[src/rtl/core/fpa_pkg.sv]
// Package: shared types, opcodes and constants for the Q24.8 ALU core.
`timescale 1ns / 1ps
package fpa_pkg;
	localparam int FracBits = 8;
	localparam int DataW    = 32;
	localparam int NumW     = DataW + FracBits;   // |a<<8| magnitude width
	localparam int QW       = NumW;               // quotient magnitude width
	localparam int Stages   = QW;                 // one quotient bit per cell

	typedef enum logic [3:0] {
		OP_ADD = 4'd0, OP_SUB = 4'd1, OP_MUL = 4'd2, OP_DIV = 4'd3,
		OP_EQ = 4'd4, OP_NE = 4'd5, OP_GT = 4'd6, OP_LT = 4'd7,
		OP_GE = 4'd8, OP_LE = 4'd9, OP_MIN = 4'd10, OP_MAX = 4'd11,
		OP_INC = 4'd12, OP_DEC = 4'd13, OP_FROMINT = 4'd14, OP_TOINT = 4'd15
	} op_t;

	typedef struct packed {
		logic [3:0]         op;
		logic signed [31:0] operand_a;
		logic signed [31:0] operand_b;
	} in_item_t;

	typedef struct packed {
		logic signed [31:0] value;
		logic               cond_true;
		logic               div_zero;
	} out_item_t;

	// Token carried down the cell chain.
	typedef struct packed {
		logic              vld;
		logic              is_div;
		logic              neg;       // quotient sign
		logic [DataW-1:0]  res;       // precomputed non-divide value
		logic              cond;
		logic              dz;
		logic [DataW-1:0]  dvs;       // |b|
		logic [DataW:0]    rem;       // partial remainder
		logic [NumW-1:0]   num;       // dividend bits shifting out / quotient in
	} cell_tok_t;
endpackage

[src/rtl/core/fpa_front.sv]
// Module: operand decode, simple ops, and multiplier/divider setup stage.
`timescale 1ns / 1ps
module fpa_front (
	input  logic                clk,
	input  logic                arst_n,
	input  logic                take,
	input  fpa_pkg::in_item_t   item,
	output fpa_pkg::cell_tok_t  tok
);
	logic signed [31:0] a, b;
	logic [31:0] ua, ub, res, abs_a, abs_b;
	logic signed [63:0] prod_s1;
	logic               mul_s1;
	fpa_pkg::cell_tok_t t_s1;
	logic lt, gt, eq, isc;

	assign a = item.operand_a;
	assign b = item.operand_b;
	assign ua = a;
	assign ub = b;
	assign lt = a < b;
	assign gt = a > b;
	assign eq = a == b;
	assign abs_a = a[31] ? (32'd0 - ua) : ua;
	assign abs_b = b[31] ? (32'd0 - ub) : ub;

	always_comb begin
		res = '0;
		isc = 1'b0;
		case (fpa_pkg::op_t'(item.op))
			fpa_pkg::OP_ADD:     res = ua + ub;
			fpa_pkg::OP_SUB:     res = ua - ub;
			fpa_pkg::OP_EQ:      isc = eq;
			fpa_pkg::OP_NE:      isc = !eq;
			fpa_pkg::OP_GT:      isc = gt;
			fpa_pkg::OP_LT:      isc = lt;
			fpa_pkg::OP_GE:      isc = !lt;
			fpa_pkg::OP_LE:      isc = !gt;
			fpa_pkg::OP_MIN:     res = lt ? ua : ub;
			fpa_pkg::OP_MAX:     res = gt ? ua : ub;
			fpa_pkg::OP_INC:     res = ua + 32'd1;
			fpa_pkg::OP_DEC:     res = ua - 32'd1;
			fpa_pkg::OP_FROMINT: res = ua << fpa_pkg::FracBits;
			fpa_pkg::OP_TOINT:   res = 32'(a >>> fpa_pkg::FracBits);
			default:             res = '0;
		endcase
		if (isc) res = 32'd1;
	end

	// Stage 1: multiply registered; divide token built.
	always_ff @(posedge clk or negedge arst_n) begin
		if (!arst_n) begin
			t_s1 <= '0;
		end else begin
			t_s1.vld    <= take;
			t_s1.is_div <= (item.op == fpa_pkg::OP_DIV) && (b != 0);
			t_s1.dz     <= (item.op == fpa_pkg::OP_DIV) && (b == 0);
			t_s1.neg    <= a[31] ^ b[31];
			t_s1.res    <= res;
			t_s1.cond   <= isc;
			t_s1.dvs    <= abs_b;
			t_s1.rem    <= '0;
			t_s1.num    <= {abs_a, {fpa_pkg::FracBits{1'b0}}};
		end
	end

	always_ff @(posedge clk) begin
		mul_s1  <= item.op == fpa_pkg::OP_MUL;
		prod_s1 <= a * b;
	end

	always_comb begin
		tok = t_s1;
		if (mul_s1) tok.res = prod_s1[fpa_pkg::FracBits +: 32];
	end
endmodule
[config.mk]
export PLATFORM = sky130hd
export DESIGN_NAME = fpa_front
export DESIGN_NICKNAME = d
export VERILOG_FILES = /design/src/rtl/core/fpa_pkg.sv /design/src/rtl/core/fpa_front.sv
export SDC_FILE = /design/constraint.sdc
export NUM_CORES = 2
export LEC_CHECK = 0
export ABC_AREA = 0
export BUFFER_PORTS_ARGS = -buffer_cell sky130_fd_sc_hd__buf_2
export CAP_MARGIN = 20
export CORE_MARGIN = 2
export CORE_UTILIZATION = 30
export CTS_BUF_LIST = sky130_fd_sc_hd__clkbuf_16
export CTS_CLUSTER_SIZE = 40
export DETAILED_ROUTE_END_ITERATION = 10
export GPL_TIMING_DRIVEN = 0
export PLACE_DENSITY_LB_ADDON = 0.12
export SYNTH_ARGS = -nofsm -noshare
export SYNTH_HDL_FRONTEND = slang
export SYNTH_SLANG_ARGS = --single-unit
[constraint.sdc]
create_clock -name clk -period 1.73 [get_ports clk]
set_input_delay 0.346 -clock clk [delete_from_list [all_inputs] [get_ports clk]]
set_output_delay 0.346 -clock clk [all_outputs]
set_load 0.02 [all_outputs]
==> results.md <==
* Run status: finished, violations left
* Failing checks: setup timing
* Top cell type's share of synthesized area at a little under two fifths
* Required time worst endpoint at 2.10 ns
* Commonest non-fill, non-tap cell in the layout: inv_1
* Number of synthesized flops with an enable pin at 0
* Antenna Nets Post-Route at 0
* HP Class: primary input to flop
* Pre-CTS setup slack at -8.16 ns
* Setup-failing EPs final at about 150
* Mapped Avg Cell Area at 8.96 sq um
* Die H at 340 um
* Setup Total Neg Slack at -285.83 ns
* Mapped Area at 33900 sq um
* Max Cap Violations at 0
* Root buffer cell: clkbuf_16
* Port bufs at between 150 and 200
* Post-Synthesis Cells at 3785
* Synth top area cells: fa_1 (38%), ha_1 (8.9%), inv_1 (7.9%), dfrtp_1 (7.5%), and2_1 (7.2%)
* Layout fillers at 11500
* Cell accounting for the most synthesized area: fa_1
* Fin crit share at 424%
* Layout area overhead at 31.5%
* Area of the core at between 100000 and 150000 sq um
* Total track usage at 28.1%
* Placer Congestion at 0.971
* Via count at 29000
* Initial core utilization at 30.2%
* First-pass GRT wire length at 229000 um
* Vias in the first global route at 30000
* Final WS setup at -5.60 ns
* Post-synthesis sequential area ratio at under 10%
* 1st-iter DRT viols at 2685
* Drt drc at 0
* Die width at 340 um
* Slew margin rel. at 20.4%
* TritonCTS clock tree: built
* Io pins at 213
* Router iterations before antenna repair at 9
* Post-DP Area at 37900 sq um
* Rows at 123
* HPWL Detailed at 129000 um
* Cell area after layout at 44600 sq um
* Startpoint Class: primary input
* FF+latch count, synth at roughly 130
* Final Hold Viols at 0
* FFs w/ async S/R, synth at 75.4%
* Syn. warnings at 0
* Fin. max-slew vios at 0
* Register area at around 3200 sq um
* Crit end category: flop
* Layout net count at approximately 5200
* Most frequent cells in the layout: inv_1 (693), fa_1 (619), nand2_1 (371)
* Crit-path max FO at 10
* Period minus WS final at 7.33 ns
* Worst Tran Pin Value at 1.19 ns
* Max frequency at 0.136 GHz
* Inserted Clock Buffers at 17
* Multi-input gate area at roughly 29000 sq um
* Vias/cell at between 5 and 6
* Gr ovfl total at 0
* Largest net degree at the start of global routing at 62
* Crit Path Category: primary input to flop
* Primary FF master, synth: dfrtp_1
* CTS clock-pin slew for the worst setup and hold paths at 0.07 ns
* WL/cell at around 28 um
* Unique masters post-synth at 76
* Sink Count at 134
* Crit path DAT at just under 8 ns
* Routed wire length at 163000 um
* Share of cells above drive strength 1 at 26.8%
* Die area at 116000 sq um
* Worst hold-check slack at 0.0960 ns
* Antenna violations before repair at 21
* Clk buf depth at 2
* RSZ-0062 raised after global routing: yes
* H-tree Lvls at 4
through the flow:
step / utilization, % / instances
2_1_floorplan: - / 3825
3_3_place_gp: 33.6 / 5490
3_5_place_dp: 33.8 / 5503
4_1_cts: 38.7 / 5749
5_1_grt: 39.7 / 5766
6_report: 39.7 / 5776
cell families (layout without fill, tap and decap cells):
logic type               after synthesis  count (layout)  share of synthesized area [%]
AND/OR/NAND/NOR                     1081            1081                           16.3
buffers and inverters               1049            1487                           12.9
adder cells (fa/ha/maj)              884             884                           46.9
AO/OA/AOI/OAI                        371             371                           7.38
XOR/XNOR                             214             214                           5.53
flip-flops                           134             134                           9.40
multiplexers                          51              51                           1.65
other                                  1              54                         0.0111
path summary, 6_finish.rpt:
kind	start	slack, ns	cells after the start	end
worst max-delay path	item[19]	-5.60	25	prod_s1[38]
worst min-delay path	item[32]	0.1	1	tok[8]
max in group asynchronous	arst_n	0.57	3	tok[26]
min in group asynchronous	arst_n	0.41	2	tok[141]
state kept, by name, indices dropped and copies added (netlist names):
signal,flops
tok,69
prod_s1,32
t_s1,32
mul_s1,1
synth_stat cells (41+ instances only):
cell,count
a21oi_1,103
and2_1,390
buf_4,110
clkbuf_1,195
dfrtp_1,101
fa_1,644
ha_1,240
inv_1,714
nand2_1,388
nor2_1,119
o21ai_0,68
xnor2_1,173
xor2_1,41
critical path, stage by stage:
cell	delay (ns)
buf_2	0.22
clkbuf_4	0.33
clkbuf_8	0.25
nand2_1	0.08
fa_1	0.47
fa_1	0.54
inv_1	0.05
fa_1	0.49
fa_1	0.62
fa_1	0.46
fa_1	0.52
fa_1	0.43
fa_1	0.49
ha_4	0.35
nand4_1	0.13
a31oi_1	0.15
a21bo_2	0.23
o211ai_1	0.08
buf_4	0.23
a21boi_4	0.09
a2111o_2	0.59
buf_6	0.18
o21bai_4	0.13
a21oi_2	0.07
xnor2_1	0.12
metal layers:
layer / vias to the layer above / share of wire, % / GRT usage (%)
met2: 1255 / 46 / 44.9
met4: 6 / 4.5 / 11.0
met3: 280 / 7.6 / 4.99
li1: 12400 / - / -
met5: - / 0.028 / 0
met1: 15100 / 42 / 37.9
final cells by class:
cell class	instances	area share, %
antenna	13	0.0730
buffer	333	8.90
clock buffer	17	0.954
clock inverter	15	0.295
inverter	716	6.13
multi-input combinational	2642	64.7
sequential	134	7.15
tap	1500	4.21
timing repair buffer	406	7.60
timing repair:
item,4_1_cts,5_1_grt
pin swaps,182,101
gates resized for setup,715,213
gates cloned,1,0
hold buffers,2,0
setup endpoints to repair,155,150
buffers inserted,211,42
endpoints found under the hold margin,41,0
Power is not shown: default switching activity piles up to over one toggle a cycle in this logic, so the estimate is an artifact.
