## src/rtl/core/fpa_pkg.sv

```systemverilog
// Package: shared types, opcodes and constants for the Q24.8 ALU core.
`timescale 1ns / 1ps
package fpa_pkg;
	localparam int FracBits = 8;
	localparam int DataW    = 32;
	localparam int NumW     = DataW + FracBits;   // |a<<8| magnitude width
	localparam int QW       = NumW;               // quotient magnitude width
	localparam int Stages   = QW;                 // one quotient bit per cell

	typedef enum logic [3:0] {
		OP_ADD = 4'd0, OP_SUB = 4'd1, OP_MUL = 4'd2, OP_DIV = 4'd3,
		OP_EQ = 4'd4, OP_NE = 4'd5, OP_GT = 4'd6, OP_LT = 4'd7,
		OP_GE = 4'd8, OP_LE = 4'd9, OP_MIN = 4'd10, OP_MAX = 4'd11,
		OP_INC = 4'd12, OP_DEC = 4'd13, OP_FROMINT = 4'd14, OP_TOINT = 4'd15
	} op_t;

	typedef struct packed {
		logic [3:0]         op;
		logic signed [31:0] operand_a;
		logic signed [31:0] operand_b;
	} in_item_t;

	typedef struct packed {
		logic signed [31:0] value;
		logic               cond_true;
		logic               div_zero;
	} out_item_t;

	// Token carried down the cell chain.
	typedef struct packed {
		logic              vld;
		logic              is_div;
		logic              neg;       // quotient sign
		logic [DataW-1:0]  res;       // precomputed non-divide value
		logic              cond;
		logic              dz;
		logic [DataW-1:0]  dvs;       // |b|
		logic [DataW:0]    rem;       // partial remainder
		logic [NumW-1:0]   num;       // dividend bits shifting out / quotient in
	} cell_tok_t;
endpackage

```

## src/rtl/core/fpa_cell.sv

```systemverilog
// Module: one restoring-division cell, one quotient bit per cycle.
`timescale 1ns / 1ps
module fpa_cell (
	input  logic                clk,
	input  logic                arst_n,
	input  fpa_pkg::cell_tok_t  tok_in,
	output fpa_pkg::cell_tok_t  tok_out
);
	fpa_pkg::cell_tok_t nxt;
	logic [fpa_pkg::DataW:0]   trial;
	logic [fpa_pkg::DataW+1:0] diff;

	always_comb begin
		nxt   = tok_in;
		trial = {tok_in.rem[fpa_pkg::DataW-1:0], tok_in.num[fpa_pkg::NumW-1]};
		diff  = {1'b0, trial} - {2'b00, tok_in.dvs};
		if (tok_in.is_div) begin
			nxt.rem = diff[fpa_pkg::DataW+1] ? trial : diff[fpa_pkg::DataW:0];
			nxt.num = {tok_in.num[fpa_pkg::NumW-2:0], ~diff[fpa_pkg::DataW+1]};
		end
	end

	always_ff @(posedge clk or negedge arst_n) begin
		if (!arst_n) begin
			tok_out <= '0;
		end else begin
			tok_out <= nxt;
		end
	end
endmodule

```

## config.mk

```make
export PLATFORM = sky130hd
export DESIGN_NAME = fpa_cell
export DESIGN_NICKNAME = d
export VERILOG_FILES = /design/src/rtl/core/fpa_pkg.sv /design/src/rtl/core/fpa_cell.sv
export SDC_FILE = /design/constraint.sdc
export NUM_CORES = 1
export LEC_CHECK = 0
export BUFFER_PORTS_ARGS = -buffer_cell sky130_fd_sc_hd__buf_2
export CAP_MARGIN = 20
export CELL_PAD_IN_SITES_DETAIL_PLACEMENT = 0
export CELL_PAD_IN_SITES_GLOBAL_PLACEMENT = 1
export CORE_MARGIN = 2
export CORE_UTILIZATION = 39
export DETAILED_ROUTE_END_ITERATION = 8
export PLACE_DENSITY = 0.85
export REMOVE_ABC_BUFFERS = 1
export SLEW_MARGIN = 20
export SYNTH_ARGS = -nofsm -noshare
export SYNTH_HDL_FRONTEND = slang
export SYNTH_SLANG_ARGS = --single-unit
export TNS_END_PERCENT = 5
```

## constraint.sdc

```tcl
create_clock -name clk -period 1.1 [get_ports clk]
set_clock_uncertainty 0.15 [all_clocks]
set_input_delay 0.22 -clock clk [delete_from_list [all_inputs] [get_ports clk]]
set_output_delay 0.22 -clock clk [all_outputs]
set_load 0.01 [all_outputs]
```

==> metrics.csv, run 1 <==
stage,metric,value,unit
drt,dr.pass1.iters,7,
setup_path,critPathMaxStageDelay,370,ps
sta,rsz0062_at_grt,true,
synthesis,yosysWarnings,0,
grt,grt_usage,31.6,%
setup_path,cp.arrival,2460,ps
cells_and_area,largest_reg_flops,142,
setup_path,crit_path_start_kind,input port,
cells_and_area,nets,1341,
sta,maxSlewHeadroom,63.9,%
drt,wl_per_cell,21.2,um
cts,cts_tree,yes,
cts,ctsRootBufferMaster,clkbuf_16,
synthesis,syn_avg_cell_area,11.1,um2
cts,cts_buffer_depth,2,
drt,vias_per_cell,5.21,
sta,setup-tns-final,-67880,ps
cells_and_area,area_delta_synth_final,85.2,%
cells_and_area,top_register,tok_out,
sta,hold_viol,2,
job,cap_violations,0,
cells_and_area,multiInputGateArea,3250,um2
place,dp_hpwl,17.8,mm
cells_and_area,area.sequential,3550,um2
synthesis,synth_ff_type,dfrtp_1,
synthesis,synth.distinct_cells,60,
run_status,status,"complete, but fails checks",
sta,fmax,434,MHz
sta,worst_pin_slew,535,ps
setup_path,path_buf_inv,4,
grt,grt_pass1_wl,43.0,mm
drt,drtIter0Drc,421,
drt,routed_wl,29.6,mm
place,pre_cts_ws,-1880,ps
cts,cts.clk_slew.worst_paths,70,ps
floorplanning,std_cell_rows,47,
grt,grt_pass1_vias,7651,
setup_path,worstSetupPathType,in2reg,
cts,cts_num_sinks,142,
drt,ant_nets,0,
min_path,min_path_type,in2reg,
pwr,p_leak,6.02,nW
place,routabilityCongestion,0.927,
cts,cts.htree.levels,4,
pwr,power.density,1330,nW/um2
synthesis,synth_edf_count,0,
floorplanning,die_y,134,um
sta,final.min_clock_period,2300,ps
synthesis,synth-async-reset-ratio,100,%
floorplanning,die_area,17900,um2
cells_and_area,n_fill_cell,1032,
setup_path,crit_chain,buf_8 -> inv_4 -> ha_4 -> nand3_2 -> or3_1 -> a211o_1 -> a31oi_4 -> o21ai_2 -> buf_6 -> a21oi_4 -> buf_12 -> mux2i_1 -> o21ai_1,
place,port_buffers,285,
cells_and_area,final_common_cell,buf_2,
sta,period_share,209,%
drt,route.detailed.drc,0,
sta,setup_slack,-1200,ps
floorplanning,core_area,16500,um2
pwr,vdd_drop_max,1120,uV
run_status,failed_checks,"negative hold slack, negative setup slack",
sta,report.final.slew_viol_count,0,
setup_path,crit_path_end_kind,flip-flop,
drt,vias,7280,
floorplanning,ios,286,
grt,antenna_found_initial,0,
setup_path,cp_slowest_cell,or3_1,
setup_path,worstPathRequired,1250,ps
synthesis,mappedNetlistArea,6590,um2
cts,cts_buffers,17,
cells_and_area,drive_above_1_share,51.2,%
sta,setup_viol,176,
floorplanning,die_width,134,um
cts,cts_hold_buf,114,
grt,grt_max_degree,25,
synthesis,ys_ff_latch,142,
cells_and_area,mostFrequentLayoutCells,"231 x buf_2, 157 x buf_4, 142 x dfrtp_1, 114 x dlygate4sd3_1, 56 x buf_6",
synthesis,synthCells,595,
sta,hold_slack,-24.3,ps
grt,grt.overflow.total,0,
cells_and_area,reg_top3,tok_out x142,
synthesis,ys_seq_area_share,54.0,%
floorplanning,start_util,39.9,%
setup_path,crit_family,compound AO/OA/AOI/OAI gates,
setup_path,path_max_fanout,8,
==> kinds of logic (layout without fill, tap and decap cells) <==
group	Yosys count	after routing	share of synthesized area, %
AND/OR/NAND/NOR	140	140	9.67
multiplexers	49	49	8.17
adder cells (fa/ha/maj)	33	33	6.38
AO/OA/AOI/OAI	148	148	15.2
XOR/XNOR	21	21	2.79
flip-flops	142	142	54.0
buffers and inverters	62	644	3.88
other	0	1	0
==> synthesized netlist by cell type (all sizes together), types with 2 or more instances <==
library cell | count | area, um2
mux2i | 11 | 110
clkbuf | 13 | 48.8
o2111ai | 2 | 17.5
nand2b | 5 | 31.3
nor2b | 3 | 18.8
or3 | 5 | 31.3
nand3 | 14 | 70.1
a31oi | 17 | 106
and3 | 8 | 50.1
o211ai | 4 | 30.0
a211o | 4 | 35.0
nand4 | 3 | 18.8
a2bb2oi | 3 | 26.3
inv | 40 | 150
o31ai | 3 | 22.5
a21o | 19 | 143
dfrtp | 142 | 3550
o21a | 5 | 37.5
xor2 | 8 | 70.1
a31o | 4 | 35.0
nor3 | 5 | 25.0
ha | 32 | 400
buf | 9 | 56.3
a221o | 2 | 20.0
o21bai | 3 | 22.5
nor2 | 43 | 161
o311ai | 2 | 17.5
a211oi | 7 | 52.6
xnor2 | 13 | 114
nand2 | 48 | 188
mux2 | 38 | 428
o21ai | 23 | 119
a21oi | 37 | 196
o41ai | 2 | 17.5
==> what timing repair did <==
| item | 4_1_cts | 5_1_grt |
|---|---|---|
| endpoints found under the hold margin | 258 | 2 |
| endpoints found under the setup margin | 176 | 176 |
| pin swaps | 47 | 36 |
| buffers inserted | 8 | 9 |
| resized for setup | 109 | 57 |
| gates cloned | 0 | 1 |
==> metrics by stage <==
step	utilization, %	instances	area, um2	power, mW
after CTS	71.4	1387	11800	15.7
after detailed placement	57.1	1233	9440	9.36
after global routing	73.8	1397	12200	16.9
final	73.8	1398	12200	16.3
after global placement	57.1	1233	9440	9.33
after floorplan	-	573	6480	7.41
==> layout make-up <==
| class | count | area share [%] |
|---|---|---|
| diodes | 1 | 0.0205 |
| clock buffers | 18 | 3.60 |
| clock inverters | 14 | 1.19 |
| inverters | 40 | 1.40 |
| multi-input cells | 391 | 26.6 |
| flip-flops and latches | 142 | 29.1 |
| well taps | 220 | 2.26 |
| repair buffers | 572 | 35.8 |
==> worst paths after layout <==
path	start	to	slack [ps]	depth (start not counted)
max in group asynchronous	arst_n	tok_out[114]	270	3
min	tok_in[52]	tok_out[52]	-20	3
max	tok_in[92]	tok_out[50]	-1200	13
min in group asynchronous	arst_n	tok_out[12]	70	2
==> power breakdown <==
part | internal (mW) | switching [mW]
Clock | 3.09 | 2.70
Sequential | 5.63 | 0.176
Combinational | 2.42 | 2.26
Total | 11.1 | 5.14
==> metal layers <==
| layer | vias up | track usage [%] | wire [um] | share of wire, % |
|---|---|---|---|---|
| met5 | - | 0 | 0 | 0 |
| met4 | 0 | 16.0 | 1690 | 5.7 |
| li1 | 3257 | - | - | - |
| met3 | 119 | 8.69 | 2080 | 7.0 |
| met1 | 3517 | 35.0 | 10800 | 36 |
| met2 | 387 | 55.7 | 15100 | 51 |
Power figures use the tool's default switching activity.
==> inputs of run 2 (changes only) <==
--- a/config.mk
+++ b/config.mk
@@ -10,9 +10,9 @@
 export CELL_PAD_IN_SITES_DETAIL_PLACEMENT = 0
 export CELL_PAD_IN_SITES_GLOBAL_PLACEMENT = 1
 export CORE_MARGIN = 2
-export CORE_UTILIZATION = 39
+export CORE_UTILIZATION = 32
 export DETAILED_ROUTE_END_ITERATION = 8
-export PLACE_DENSITY = 0.85
+export PLACE_DENSITY = 0.74
 export REMOVE_ABC_BUFFERS = 1
 export SLEW_MARGIN = 20
 export SYNTH_ARGS = -nofsm -noshare
==> constraint.sdc (replaced) <==
create_clock -name clk -period 1.9 [get_ports clk]
set_clock_uncertainty 0.15 [all_clocks]
set_input_delay 0.38 -clock clk [delete_from_list [all_inputs] [get_ports clk]]
set_output_delay 0.38 -clock clk [all_outputs]
set_load 0.01 [all_outputs]
==> run 2 against run 1 <==
- the flow finishes with violations (negative setup slack)
- clock power fell by 43%
- power down 45%
- global-route usage fell by 9.8 points
- via count fell by 11%
- setup slack improved by 580 ps
- clock-buffer cell count is the same
- sequential share of layout area is 2.6 points higher
- critical path depth is the same
- flip-flop and latch count stayed put
- sequential power decreased by 43%
- non-clock buffer count down 75
- wire length is 18% lower
- largest cell class is now flip-flops and latches
- highest routed layer is now met5
==> metrics.csv, run 2 (same netlist as run 1, synthesis figures left out) <==
stage,metric,value,unit
run_status,status,"complete, but fails checks",
run_status,failed_checks,negative setup slack,
grt,grt_max_degree,44,
cells_and_area,mostFrequentLayoutCells,"265 x buf_2, 142 x dfrtp_1, 131 x buf_4, 67 x dlygate4sd3_1, 47 x nand2_1",
pwr,p_leak,5.57,nW
job,cap_violations,0,
sta,maxSlewHeadroom,72.3,%
setup_path,crit_path_start_kind,input port,
cells_and_area,instances_no_fill,1373,
drt,route.detailed.drc,0,
cells_and_area,drive_above_1_share,50.5,%
cells_and_area,multiInputGateArea,3150,um2
floorplanning,core_area,20200,um2
cts,cts.clk_slew.worst_paths,60,ps
sta,hold_slack,40.4,ps
sta,hold_viol,0,
sta,setup_slack,-626,ps
grt,grt_pass1_wl,36.3,mm
cells_and_area,largest_reg_flops,142,
place,dp_hpwl,17.7,mm
drt,drtIter0Drc,235,
cells_and_area,nets,1266,
setup_path,worstPathRequired,2070,ps
drt,vias_per_cell,4.70,
drt,ant_nets,0,
cells_and_area,area_delta_synth_final,70.3,%
drt,routed_wl,24.2,mm
grt,grt_pass1_vias,6637,
setup_path,crit_path_end_kind,flip-flop,
min_path,min_path_type,in2reg,
cts,cts_buffer_depth,2,
cells_and_area,top_register,tok_out,
setup_path,path_max_fanout,4,
floorplanning,std_cell_rows,52,
cells_and_area,area.sequential,3550,um2
drt,vias,6452,
drt,dr.pass1.iters,4,
pwr,vdd_drop_max,574,uV
floorplanning,die_area,21700,um2
grt,grt.overflow.total,0,
cts,cts_tree,yes,
sta,worst_pin_slew,416,ps
cells_and_area,reg_top3,tok_out x142,
sta,report.final.slew_viol_count,0,
place,dp.cells,1267,
cts,cts.htree.levels,4,
sta,setup_viol,34,
cts,ctsRootBufferMaster,clkbuf_16,
floorplanning,die_y,147,um
setup_path,worstSetupPathType,in2reg,
cells_and_area,n_fill_cell,1757,
cts,cts_buffers,17,
pwr,p_total,8.97,mW
cells_and_area,final_common_cell,buf_2,
drt,wl_per_cell,17.6,um
pwr,power.density,800,nW/um2
floorplanning,start_util,32.6,%
floorplanning,die_width,147,um
floorplanning,ios,286,
place,port_buffers,285,
sta,period_share,133,%
setup_path,cp.arrival,2700,ps
grt,antenna_found_initial,2,
sta,rsz0062_at_grt,true,
place,routabilityCongestion,0.837,
cts,cts_num_sinks,142,
sta,final.min_clock_period,2530,ps
sta,fmax,396,MHz
grt,grt_usage,21.8,%
-- run 2: cell types whose count changed in the layout (fill, tap and decap cells not counted), moves of 3 or more --
cell,change
buf_2,+34
dlygate4sd3_1,-47
buf_6,-34
a2bb2oi_2,-3
a2bb2oi_1,+3
buf_4,-26
clkinv_4,+4
-- run 2: final cells by class --
class	count	area share [%]
Multi-Input combinational cell	391	28.1
Antenna cell	1	0.0223
Clock inverter	14	1.31
Sequential cell	142	31.7
Tap cell	270	3.01
Timing Repair Buffer	497	30.6
Clock buffer	18	3.83
Inverter	40	1.45
-- run 2: metal layers --
| metal | up-vias | global-route usage (%) | share of wire (%) |
|---|---|---|---|
| li1 | 3100 | - | - |
| met1 | 3093 | 25.4 | 39 |
| met2 | 225 | 39.1 | 52 |
| met3 | 32 | 4.72 | 5.3 |
| met4 | 2 | 8.75 | 2.9 |
| met5 | - | 0 | 0.050 |
-- run 2: path summary, 6_finish.rpt --
| kind | from | endpoint | slack [ps] | depth (start not counted) |
|---|---|---|---|---|
| setup / recovery | tok_in[73] | tok_out[64] | -630 | 13 |
| hold / removal | tok_in[72] | tok_out[72] | 40 | 3 |
| max in group asynchronous | arst_n | tok_out[59] | 740 | 3 |
| min in group asynchronous | arst_n | tok_out[135] | 290 | 2 |
-- run 2: where the power goes --
| part | switching [mW] | internal (mW) |
|---|---|---|
| Combinational | 1.16 | 1.18 |
| Sequential | 0.0629 | 3.26 |
| Clock | 1.47 | 1.85 |
-- run 2: repair_timing --
action | in CTS | in global routing
hold endpoints to repair | 105 | 0
hold buffers | 67 | 0
resized for setup | 63 | 47
setup buffers | 3 | 3
endpoints found under the setup margin | 34 | 34
pin swaps | 19 | 39
-- run 2: metrics by stage --
step / utilization (%) / instance area, um2 / worst slack, ps / TNS [ps]
after CTS: 54.3 / 11000 / -582 / -16090
final: 55.4 / 11200 / -626 / -14620
after global routing: 55.4 / 11200 / -732 / -17450
after detailed placement: 46.3 / 9370 / -1310 / -38130
after floorplan: - / 6480 / -1100 / -30830
after global placement: 46.3 / 9370 / -1230 / -37000
-- run 2: worst max-delay path, stage by stage --
cell	delay (ps)
buf_6	110
ha_4	160
fa_2	410
nor2b_4	160
o2111ai_4	160
a21oi_2	210
buf_4	150
o41a_1	170
o21ai_1	70
buf_4	170
o2111ai_2	200
o31ai_2	100
o31ai_1	260
==> inputs of run 3 (changes only) <==
--- a/config.mk
+++ b/config.mk
@@ -13,6 +13,7 @@
 export CORE_UTILIZATION = 32
 export DETAILED_ROUTE_END_ITERATION = 8
 export PLACE_DENSITY = 0.74
+export RECOVER_POWER = 50
 export REMOVE_ABC_BUFFERS = 1
 export SLEW_MARGIN = 20
 export SYNTH_ARGS = -nofsm -noshare
==> run 3 against run 2 <==
- the flow still finishes with violations (negative setup slack)
- flip-flop and latch count is the same
- cell area decreased by 1.2%
- die area unchanged
- clock power about the same
- core utilization shrank 0.66 points
- final cell count about the same
- wire length is 0.22% lower
- clock-buffer cell count is the same
- combinational power hardly changed
- worst hold slack improved by 3.5 ps
- fmax fell by 0.68%
- largest cell class unchanged
==> metrics.csv, run 3 (same netlist as run 1, synthesis figures left out) <==
stage,metric,value,unit
sta,worst_pin_slew,1100,ps
min_path,min_path_type,in2reg,
pwr,vdd_drop_max,573,uV
sta,maxSlewHeadroom,26.7,%
sta,rsz0062_at_grt,true,
run_status,status,"complete, but fails checks",
place,dp.cells,1267,
place,post_dp_cell_area,9370,um2
cts,cts_buffer_depth,2,
run_status,failed_checks,negative setup slack,
min_path,hold_end,tok_out[72],
setup_path,path_buf_inv,2,
setup_path,cp.arrival,2720,ps
cts,cts_buffers,17,
grt,use_met2,39.1,%
setup_path,worstSetupPathType,in2reg,
drt,ant_nets,0,
cells_and_area,mostFrequentLayoutCells,"250 x buf_2, 142 x dfrtp_1, 128 x buf_4, 67 x dlygate4sd3_1, 47 x nand2_1",
place,port_buffers,285,
floorplanning,die_width,147,um
sta,setup_slack,-644,ps
grt,grt_max_degree,44,
cells_and_area,instances_no_fill,1374,
cts,cts_tree,yes,
floorplanning,ios,286,
setup_path,crit_family,compound AO/OA/AOI/OAI gates,
place,pre_cts_ws,-1310,ps
cells_and_area,stdcell_area,11100,um2
drt,dr.pass1.iters,4,
sta,setup_viol,50,
grt,grt_pass1_vias,6637,
pwr,power.density,807,nW/um2
drt,drtIter0Drc,245,
setup_path,worstPathRequired,2080,ps
setup_path,path_max_fanout,6,
sta,final.min_clock_period,2540,ps
floorplanning,die_area,21700,um2
pwr,p_leak,5.47,nW
grt,grt_usage,21.8,%
floorplanning,std_cell_rows,52,
place,dp_hpwl,17.7,mm
job,cap_violations,0,
cts,cts.clk_slew.worst_paths,60,ps
setup_path,worstSetupStartpoint,tok_in[97],
cts,ctsRootBufferMaster,clkbuf_16,
grt,met1_usage,25.4,%
sta,fmax,393,MHz
setup_path,crit_chain,clkbuf_1 -> inv_4 -> ha_4 -> nand3_4 -> or3_1 -> a211o_1 -> a31oi_4 -> o21ai_2 -> a21o_4 -> or4_1 -> a31oi_1,
sta,hold_slack,43.9,ps
sta,report.final.slew_viol_count,0,
drt,route.detailed.drc,0,
grt,grt.overflow.total,0,
cells_and_area,top_register,tok_out,
setup_path,crit_path_start_kind,input port,
grt,grt_pass1_wl,36.3,mm
cells_and_area,reg_top3,tok_out x142,
place,routabilityCongestion,0.837,
grt,top_usage_layer,met2,
floorplanning,start_util,32.6,%
grt,antenna_found_initial,2,
sta,hold_viol,0,
min_path,hold_path_depth,3,
setup_path,crit_path_end_kind,flip-flop,
floorplanning,die_y,147,um
drt,routed_wl,24.1,mm
sta,period_share,134,%
cells_and_area,n_fill_cell,1779,
cells_and_area,largest_reg_flops,142,
cells_and_area,nets,1266,
drt,vias_per_cell,4.72,
setup_path,cp_slowest_cell,or4_1,
cts,cts_num_sinks,142,
setup_path,critPathMaxStageDelay,470,ps
drt,wl_per_cell,17.6,um
cts,cts.htree.levels,4,
cells_and_area,area_delta_synth_final,68.2,%
drt,vias,6485,
grt,use_met3,4.72,%
cells_and_area,drive_above_1_share,48.3,%
min_path,holdCritStartpoint,tok_in[72],
floorplanning,core_area,20200,um2
cells_and_area,final_common_cell,buf_2,
## run 3: changes by cell type in the layout (fill, tap and decap cells not counted), sizes merged
cell,change
buf,-28
diode,+1
clkbuf,+28
## run 3: area by class of cell
type	instances	area [um2]	area share (%)
Timing Repair Buffer	497	3290	29.7
Tap cell	270	338	3.05
Clock buffer	18	429	3.87
Clock inverter	14	146	1.32
Inverter	40	163	1.47
Multi-Input combinational cell	391	3150	28.4
Sequential cell	142	3550	32.1
Antenna cell	2	5.00	0.0452
## run 3: metal layers
layer	vias to the layer above	part of all wire (%)	wire, um
met5	-	0.070	17
met4	2	3.0	716
met3	33	5.5	1330
met2	226	52	12600
met1	3121	39	9450
li1	3103	-	-
## run 3: metrics by stage
step / power, mW / setup TNS [ps] / util [%]
2_1_floorplan: 4.29 / -30830 / -
4_1_cts: 8.98 / -16090 / 54.3
3_5_place_dp: 5.41 / -38130 / 46.3
6_report: 8.94 / -20740 / 54.8
3_3_place_gp: 5.39 / -37000 / 46.3
5_1_grt: 9.38 / -25570 / 54.7
## run 3: report_power, final
group          total (mW)  internal, mW  switching (mW)  leakage (nW)
clock network        3.31          1.85            1.47         0.276
logic                2.31          1.15            1.16          3.54
registers            3.32          3.26          0.0628          1.65
total                8.94          6.25            2.69          5.47
## run 3: worst max-delay path by stage
stage / end / depth (start not counted)
finish: tok_out[48] / 11
global route: tok_out[64] / 14
CTS: tok_out[48] / 11
detailed placement: tok_out[43] / 12
global placement: tok_out[59] / 11
floorplan: tok_out[48] / 10
## run 3: timing repair
| action | in CTS | in global routing |
|---|---|---|
| setup endpoints to repair | 34 | 34 |
| buffers inserted | 3 | 3 |
| resized for setup | 63 | 47 |
| hold buffers | 67 | 0 |
| hold endpoints to repair | 105 | 0 |
| pin swaps | 19 | 39 |
## run 3: tightest hold or removal path, stage by stage
cell and delay [ps]:
buf_2 80, a21oi_1 50, nand3b_1 70
